<file path="src/hdl/wcc_pkg.sv">
// shared constants, codes and command/status types for the co-occurrence counter
`default_nettype none

package wcc_pkg;

   localparam int VOCAB_DEFAULT      = 256;
   localparam int MAX_WINDOW_DEFAULT = 8;

   localparam int WORD_W    = 8;
   localparam int COUNT_W   = 32;
   localparam int WINDOW_W  = 4;
   localparam int SENT_W    = 16;
   localparam int CSR_IDX_W = 1;
   localparam int CSR_DAT_W = 16;

   localparam logic [WINDOW_W-1:0] WINDOW_RESET   = 4'd5;
   localparam logic [SENT_W-1:0]   MAX_SENT_RESET = 16'd1000;

   // register indexes on the csr port
   localparam logic [CSR_IDX_W-1:0] CSR_WINDOW_SIZE  = 1'b0;
   localparam logic [CSR_IDX_W-1:0] CSR_MAX_SENTENCE = 1'b1;

   // request command codes
   localparam logic CMD_PUSH = 1'b0;
   localparam logic CMD_READ = 1'b1;

   typedef struct packed {
      logic load;        // capture the incoming request
      logic clr_write;   // clearing pass: zero one entry and advance
      logic end_sent;    // sentence end token
      logic start_push;  // set up the neighbour walk
      logic mem_rd;      // read the count memory
      logic rd_swap;     // address (current, earlier) instead of (earlier, current)
      logic rd_cell;     // address the requested cell
      logic mem_wr;      // write back the incremented count
      logic next_pair;   // step to the next earlier word
      logic commit;      // shift history, update sentence length
      logic rsp_load;    // load the response register
   } cmd_type;

   typedef struct packed {
      logic clr_done;
      logic is_read;
      logic word_zero;
      logic word_ok;
      logic pair_done;
      logic rsp_busy;
   } stat_type;

endpackage

`default_nettype wire

</file>
<file path="src/hdl/wcc_ctrl.sv">
// controller state machine for the co-occurrence counter
`default_nettype none

module wcc_ctrl (
   input  wire                clock,
   input  wire                reset,
   input  wire                req_valid,
   output logic               req_stall,
   input  wcc_pkg::stat_type  stat,
   output wcc_pkg::cmd_type   cmd
);

   localparam logic [3:0] ST_CLEAR   = 4'd0;
   localparam logic [3:0] ST_IDLE    = 4'd1;
   localparam logic [3:0] ST_DECODE  = 4'd2;
   localparam logic [3:0] ST_RD_CELL = 4'd3;
   localparam logic [3:0] ST_RSP     = 4'd4;
   localparam logic [3:0] ST_PAIR    = 4'd5;
   localparam logic [3:0] ST_WR_A    = 4'd6;
   localparam logic [3:0] ST_RD_B    = 4'd7;
   localparam logic [3:0] ST_WR_B    = 4'd8;

   logic [3:0] state_ff;
   logic [3:0] state_in;

   assign req_stall = (state_ff != ST_IDLE);

   always_comb begin
      state_in = state_ff;
      cmd      = '0;
      case (state_ff)
         ST_CLEAR: begin
            cmd.clr_write = 1'b1;
            if (stat.clr_done) state_in = ST_IDLE;
         end
         ST_IDLE: begin
            if (req_valid) begin
               cmd.load = 1'b1;
               state_in = ST_DECODE;
            end
         end
         ST_DECODE: begin
            if (stat.is_read) begin
               state_in = ST_RD_CELL;
            end else if (stat.word_zero) begin
               cmd.end_sent = 1'b1;
               state_in     = ST_IDLE;
            end else if (!stat.word_ok) begin
               state_in = ST_IDLE;
            end else begin
               cmd.start_push = 1'b1;
               state_in       = ST_PAIR;
            end
         end
         ST_RD_CELL: begin
            cmd.mem_rd  = 1'b1;
            cmd.rd_cell = 1'b1;
            state_in    = ST_RSP;
         end
         ST_RSP: begin
            if (!stat.rsp_busy) begin
               cmd.rsp_load = 1'b1;
               state_in     = ST_IDLE;
            end
         end
         ST_PAIR: begin
            if (stat.pair_done) begin
               cmd.commit = 1'b1;
               state_in   = ST_IDLE;
            end else begin
               cmd.mem_rd = 1'b1;
               state_in   = ST_WR_A;
            end
         end
         ST_WR_A: begin
            cmd.mem_wr = 1'b1;
            state_in   = ST_RD_B;
         end
         ST_RD_B: begin
            cmd.mem_rd  = 1'b1;
            cmd.rd_swap = 1'b1;
            state_in    = ST_WR_B;
         end
         ST_WR_B: begin
            cmd.mem_wr    = 1'b1;
            cmd.next_pair = 1'b1;
            state_in      = ST_PAIR;
         end
         default: begin
            state_in = ST_IDLE;
         end
      endcase
   end

   always_ff @(posedge clock) begin
      if (reset) begin
         state_ff <= ST_CLEAR;
      end else begin
         state_ff <= state_in;
      end
   end

   // every write-back follows the read of the same cell
   a_wr_after_rd: assert property (@(posedge clock) disable iff (reset)
      cmd.mem_wr |-> $past(cmd.mem_rd))
      else $error("count write without preceding read");

   // clearing pass and increments never share the write port
   a_clr_excl: assert property (@(posedge clock) disable iff (reset)
      cmd.clr_write |-> !cmd.mem_wr && !cmd.load)
      else $error("clear write overlaps other activity");

   // a response is only loaded into a free output register
   a_rsp_free: assert property (@(posedge clock) disable iff (reset)
      cmd.rsp_load |-> !stat.rsp_busy)
      else $error("response register overwritten");

endmodule

`default_nettype wire

</file>
<file path="config.mk">
export PLATFORM = sky130hd
export DESIGN_NAME = wcc_ctrl
export DESIGN_NICKNAME = d
export VERILOG_FILES = /design/src/hdl/wcc_pkg.sv /design/src/hdl/wcc_ctrl.sv
export SDC_FILE = /design/constraint.sdc
export NUM_CORES = 1
export LEC_CHECK = 0
export BUFFER_PORTS_ARGS = -buffer_cell sky130_fd_sc_hd__buf_2
export CAP_MARGIN = 20
export CORE_AREA = 2 2 39 41
export CTS_CLUSTER_DIAMETER = 40
export DETAILED_ROUTE_END_ITERATION = 8
export DIE_AREA = 0 0 41 43
export GPL_TIMING_DRIVEN = 0
export PLACE_DENSITY = 0.64
export REMOVE_ABC_BUFFERS = 1
export SLEW_MARGIN = 20
export SYNTH_ARGS = -nofsm -noshare
export SYNTH_HDL_FRONTEND = slang
export SYNTH_SLANG_ARGS = --single-unit
export TNS_END_PERCENT = 1
</file>
<file path="constraint.sdc">
create_clock -name clock -period 1.1 [get_ports clock]
set_input_delay 0.275 -clock clock [delete_from_list [all_inputs] [get_ports clock]]
set_output_delay 0.275 -clock clock [all_outputs]
set_load 0.01 [all_outputs]
</file>
==> impl_results.html <==
<table>
<tr><th>Metric</th><th>Value</th></tr>
<tr><th colspan="2">Status</th></tr>
<tr><td>Result of the run</td><td>complete, but fails checks</td></tr>
<tr><td>Failing checks</td><td>setup timing</td></tr>
<tr><th colspan="2">Global routing</th></tr>
<tr><td>Global router's overall resource usage</td><td>13.8%</td></tr>
<tr><td>Final global-route overflow total</td><td>0</td></tr>
<tr><td>Wire length of the first global-routing pass</td><td>1700 um</td></tr>
<tr><td>Largest net degree at the start of global routing</td><td>18</td></tr>
<tr><td>Number of antenna violations at the first check in global routing</td><td>0</td></tr>
<tr><td>Number of global-route vias before repair</td><td>405</td></tr>
<tr><td>Met3 track utilization from global routing</td><td>0%</td></tr>
<tr><td>Most Crowded Layer GR</td><td>met2</td></tr>
<tr><td>Met2 usage in global routing</td><td>21.3%</td></tr>
<tr><td>GRT met1 Usage</td><td>18.6%</td></tr>
<tr><th colspan="2">Setup path</th></tr>
<tr><td>Peak per-stage delay on the critical path</td><td>0.44 ns</td></tr>
<tr><td>Family of cells with the greatest summed delay on the critical path</td><td>flip-flops</td></tr>
<tr><td>Endpoint type of the worst setup path</td><td>primary output</td></tr>
<tr><td>Critical path, cell by cell</td><td>nor4bb_2 -&gt; buf_2</td></tr>
<tr><td>Kind of launch point of the worst setup path</td><td>flip-flop</td></tr>
<tr><td>Standard cell with the maximum stage delay on the critical path</td><td>dfxtp_4</td></tr>
<tr><td>Arrival time worst endpoint</td><td>1.14 ns</td></tr>
<tr><td>Highest fanout seen on the critical path</td><td>13</td></tr>
<tr><td>Required time at the endpoint of the critical path</td><td>0.82 ns</td></tr>
<tr><td>Critical path class</td><td>flip-flop to primary output</td></tr>
<tr><td>Buffer and inverter count on the worst path</td><td>1</td></tr>
<tr><th colspan="2">STA</th></tr>
<tr><td>Setup repair after global routing missed its margin</td><td>yes</td></tr>
<tr><td>Final critical-path required period</td><td>1.42 ns</td></tr>
<tr><td>Setup-failing EPs final</td><td>15</td></tr>
<tr><td>Normalized max-slew margin</td><td>79.7%</td></tr>
<tr><td>Setup slack of the critical path after layout</td><td>-0.319 ns</td></tr>
<tr><td>Clock skew after layout</td><td>0.00187 ns</td></tr>
<tr><td>Final Max Slew Viols</td><td>0</td></tr>
<tr><td>Fmax</td><td>0.705 GHz</td></tr>
<tr><td>Number of hold violations in the final report</td><td>0</td></tr>
<tr><td>Portion of the clock cycle consumed by the worst path in the final layout</td><td>129%</td></tr>
<tr><td>Slew of the pin with the lowest slew margin</td><td>0.300 ns</td></tr>
<tr><th colspan="2">Detailed routing</th></tr>
<tr><td>WL final</td><td>1060 um</td></tr>
<tr><td>Remaining routing DRC violations</td><td>0</td></tr>
<tr><td>Via count</td><td>483</td></tr>
<tr><td>DR pass1 iterations</td><td>4</td></tr>
<tr><td>Iter 0 DRT Violations</td><td>12</td></tr>
<tr><td>Detail Route Antenna Nets</td><td>0</td></tr>
<tr><td>Vias per cell</td><td>5.19</td></tr>
<tr><td>Routed WL per cell</td><td>11.4 um</td></tr>
<tr><th colspan="2">Yosys</th></tr>
<tr><td>Cell area after technology mapping</td><td>385 um2</td></tr>
<tr><td>Number of flip-flops and latches in the synthesized netlist</td><td>4</td></tr>
<tr><td>Number of enable flip-flop cells after synthesis</td><td>0</td></tr>
<tr><td>Fraction of synthesis flops using an asynchronous set or reset pin</td><td>0%</td></tr>
<tr><td>Post-Synthesis Mean Instance Area</td><td>7.14 um2</td></tr>
<tr><td>Commonest register cell after synthesis</td><td>dfxtp_1</td></tr>
<tr><td>Synth unique cells</td><td>27</td></tr>
<tr><td>Yosys warning total</td><td>0</td></tr>
<tr><td>Portion of the post-synthesis area used by sequential elements</td><td>20.8%</td></tr>
<tr><td>Top cells by area, synth</td><td>dfxtp_1, nor2b_1, buf_2</td></tr>
<tr><td>Post-Synthesis Cells</td><td>54</td></tr>
<tr><td>Library cell with the largest summed area after synthesis</td><td>dfxtp_1</td></tr>
<tr><td>Share of the synthesized area in the top cell type</td><td>20.8%</td></tr>
<tr><th colspan="2">Final layout</th></tr>
<tr><td>Share of layout cells above drive strength 1</td><td>58.4%</td></tr>
<tr><td>Biggest register</td><td>state_ff</td></tr>
<tr><td>Leading cell type in the layout, fill and taps excluded</td><td>buf_2</td></tr>
<tr><td>Total Nets Final</td><td>88</td></tr>
<tr><td>Finished Layout Cells</td><td>93</td></tr>
<tr><td>Commonest cells after routing, fill and taps aside</td><td>buf_2, inv_1, nor2b_1, dfxtp_4</td></tr>
<tr><td>Area growth from synthesis to final layout</td><td>64.3%</td></tr>
<tr><td>Sequential cell area</td><td>95.1 um2</td></tr>
<tr><td>Largest registers in the final layout</td><td>state_ff (4)</td></tr>
<tr><td>Filler Cell Count</td><td>133</td></tr>
<tr><td>Diode count</td><td>0</td></tr>
<tr><td>Number of flip-flops under the largest register name</td><td>4</td></tr>
<tr><td>Multi-input combinational cell area</td><td>343 um2</td></tr>
<tr><th colspan="2">Floorplanning</th></tr>
<tr><td>Floorplan Core Area</td><td>0.00138 mm2</td></tr>
<tr><td>Area enclosed by the die boundary</td><td>0.00176 mm2</td></tr>
<tr><td>Die height</td><td>43 um</td></tr>
<tr><td>Row count</td><td>14</td></tr>
<tr><td>Starting Density</td><td>27.8%</td></tr>
<tr><td>Number of top-level pins</td><td>21</td></tr>
<tr><td>Die W</td><td>41 um</td></tr>
<tr><th colspan="2">Power</th></tr>
<tr><td>Switching power as a share of total power</td><td>29.5%</td></tr>
<tr><td>Fraction of power consumed by the clock network</td><td>36.6%</td></tr>
<tr><td>Static power due to leakage</td><td>0.285 nW</td></tr>
<tr><td>Portion of total power attributed to sequential cells</td><td>34.0%</td></tr>
<tr><td>Int Power</td><td>346 uW</td></tr>
<tr><td>Pwr Density</td><td>777 mW/mm2</td></tr>
<tr><td>Total power consumption of the routed design</td><td>492 uW</td></tr>
<tr><td>Comb power frac</td><td>29.4%</td></tr>
<tr><td>Net switching power of the design</td><td>145 uW</td></tr>
<tr><td>Worst supply voltage drop on vdd</td><td>0.000263 V</td></tr>
<tr><th colspan="2">Clock network</th></tr>
<tr><td>CTS hold repair buffers</td><td>0</td></tr>
<tr><td># clock sinks</td><td>4</td></tr>
<tr><td>Master cell of the clock root buffer</td><td>clkbuf_4</td></tr>
<tr><td>TritonCTS clock tree</td><td>done</td></tr>
<tr><td>Number of H-tree levels</td><td>1</td></tr>
<tr><td>Clock Tree Buf Depth</td><td>2</td></tr>
<tr><td>Insertion delay to the later sink of the worst-skew pair</td><td>0.23 ns</td></tr>
<tr><td>Clock slew at reported path FFs</td><td>0.04 ns</td></tr>
<tr><td>Clock buffer count from CTS</td><td>3</td></tr>
<tr><th colspan="2">Job</th></tr>
<tr><td>Reported max-cap violation count</td><td>0</td></tr>
<tr><th colspan="2">Place</th></tr>
<tr><td>Post-DP HPWL</td><td>668 um</td></tr>
<tr><td>GPL Wtd Cong</td><td>0.676</td></tr>
<tr><td>Total instance count after detailed placement</td><td>86</td></tr>
<tr><td>Total of buffers placed on input and output ports</td><td>20</td></tr>
<tr><th colspan="2">Hold path</th></tr>
<tr><td>Hold crit path type</td><td>input port to flip-flop</td></tr>
</table>
synth_stat cells (2+ instances only):
cell	n
and3_1	2
nor2b_1	6
nand3_1	2
a21oi_1	2
inv_1	4
nor2_1	5
buf_2	4
dfxtp_1	4
nor4b_1	2
nand2_1	4
a31oi_1	2
nor4bb_1	2
power groups by stage:
stage	combinational, mW	clock [mW]	sequential (mW)
after floorplan	0.0650	0	0.171
after global placement	0.102	0	0.177
after detailed placement	0.103	0	0.177
after CTS	0.139	0.189	0.164
after global routing	0.159	0.200	0.169
final	0.145	0.180	0.167
final timing paths:
| kind | start | to | slack, ns | cells past startpoint |
|---|---|---|---|---|
| worst min-delay path | reset | state_ff[3] | 0.26 | 2 |
| worst max register to register | state_ff[0] | state_ff[0] | -0.22 | 4 |
| worst max-delay path | state_ff[2] | cmd[0] | -0.32 | 2 |
| worst min register to register | state_ff[3] | state_ff[0] | 0.59 | 2 |
cells by family (layout without fill, tap and decap cells):
family                    Yosys count  after routing  synth area share (%)
xor gates and xnor gates            1              1                  2.27
AOI/OAI and AO/OA                  10             10                  17.5
DFF                                 4              4                  20.8
and+or+nand+nor                    31             31                  50.3
buffers and inverters               8             31                  9.09
layout make-up:
type                       count  share of cell area [%]
sequential                     4                    15.0
tap                           16                    3.16
inverter                       4                    2.37
clock buffer                   3                    3.56
multi-input combinational     42                    54.2
timing repair buffer          24                    21.7
what timing repair did:
action / 4_1_cts / 5_1_grt
setup endpoints to repair: 16 / 15
setup buffers: 4 / 0
pin swaps: 8 / 2
gates resized for setup: 21 / 6
gates cloned: 0 / 0
layer usage:
metal	wire length [um]	part of all wire, %
met1	492	46
met2	517	49
met3	51	4.8
met4	0	0
met5	0	0
stage by stage:
step                util (%)  cell area [um2]  setup slack (ns)  TNS [ns]  hold slack, ns
floorplan                  -              365            -0.245     -2.62           0.347
global placement        35.1              485            -0.463     -4.93           0.494
detailed placement      35.1              485            -0.475     -5.06           0.490
CTS                     43.8              606            -0.335     -3.74           0.242
global route            45.8              633            -0.386     -4.62           0.258
finish                  45.8              633            -0.319     -3.66           0.259
No activity file was read; power rests on OpenSTA's default activity.
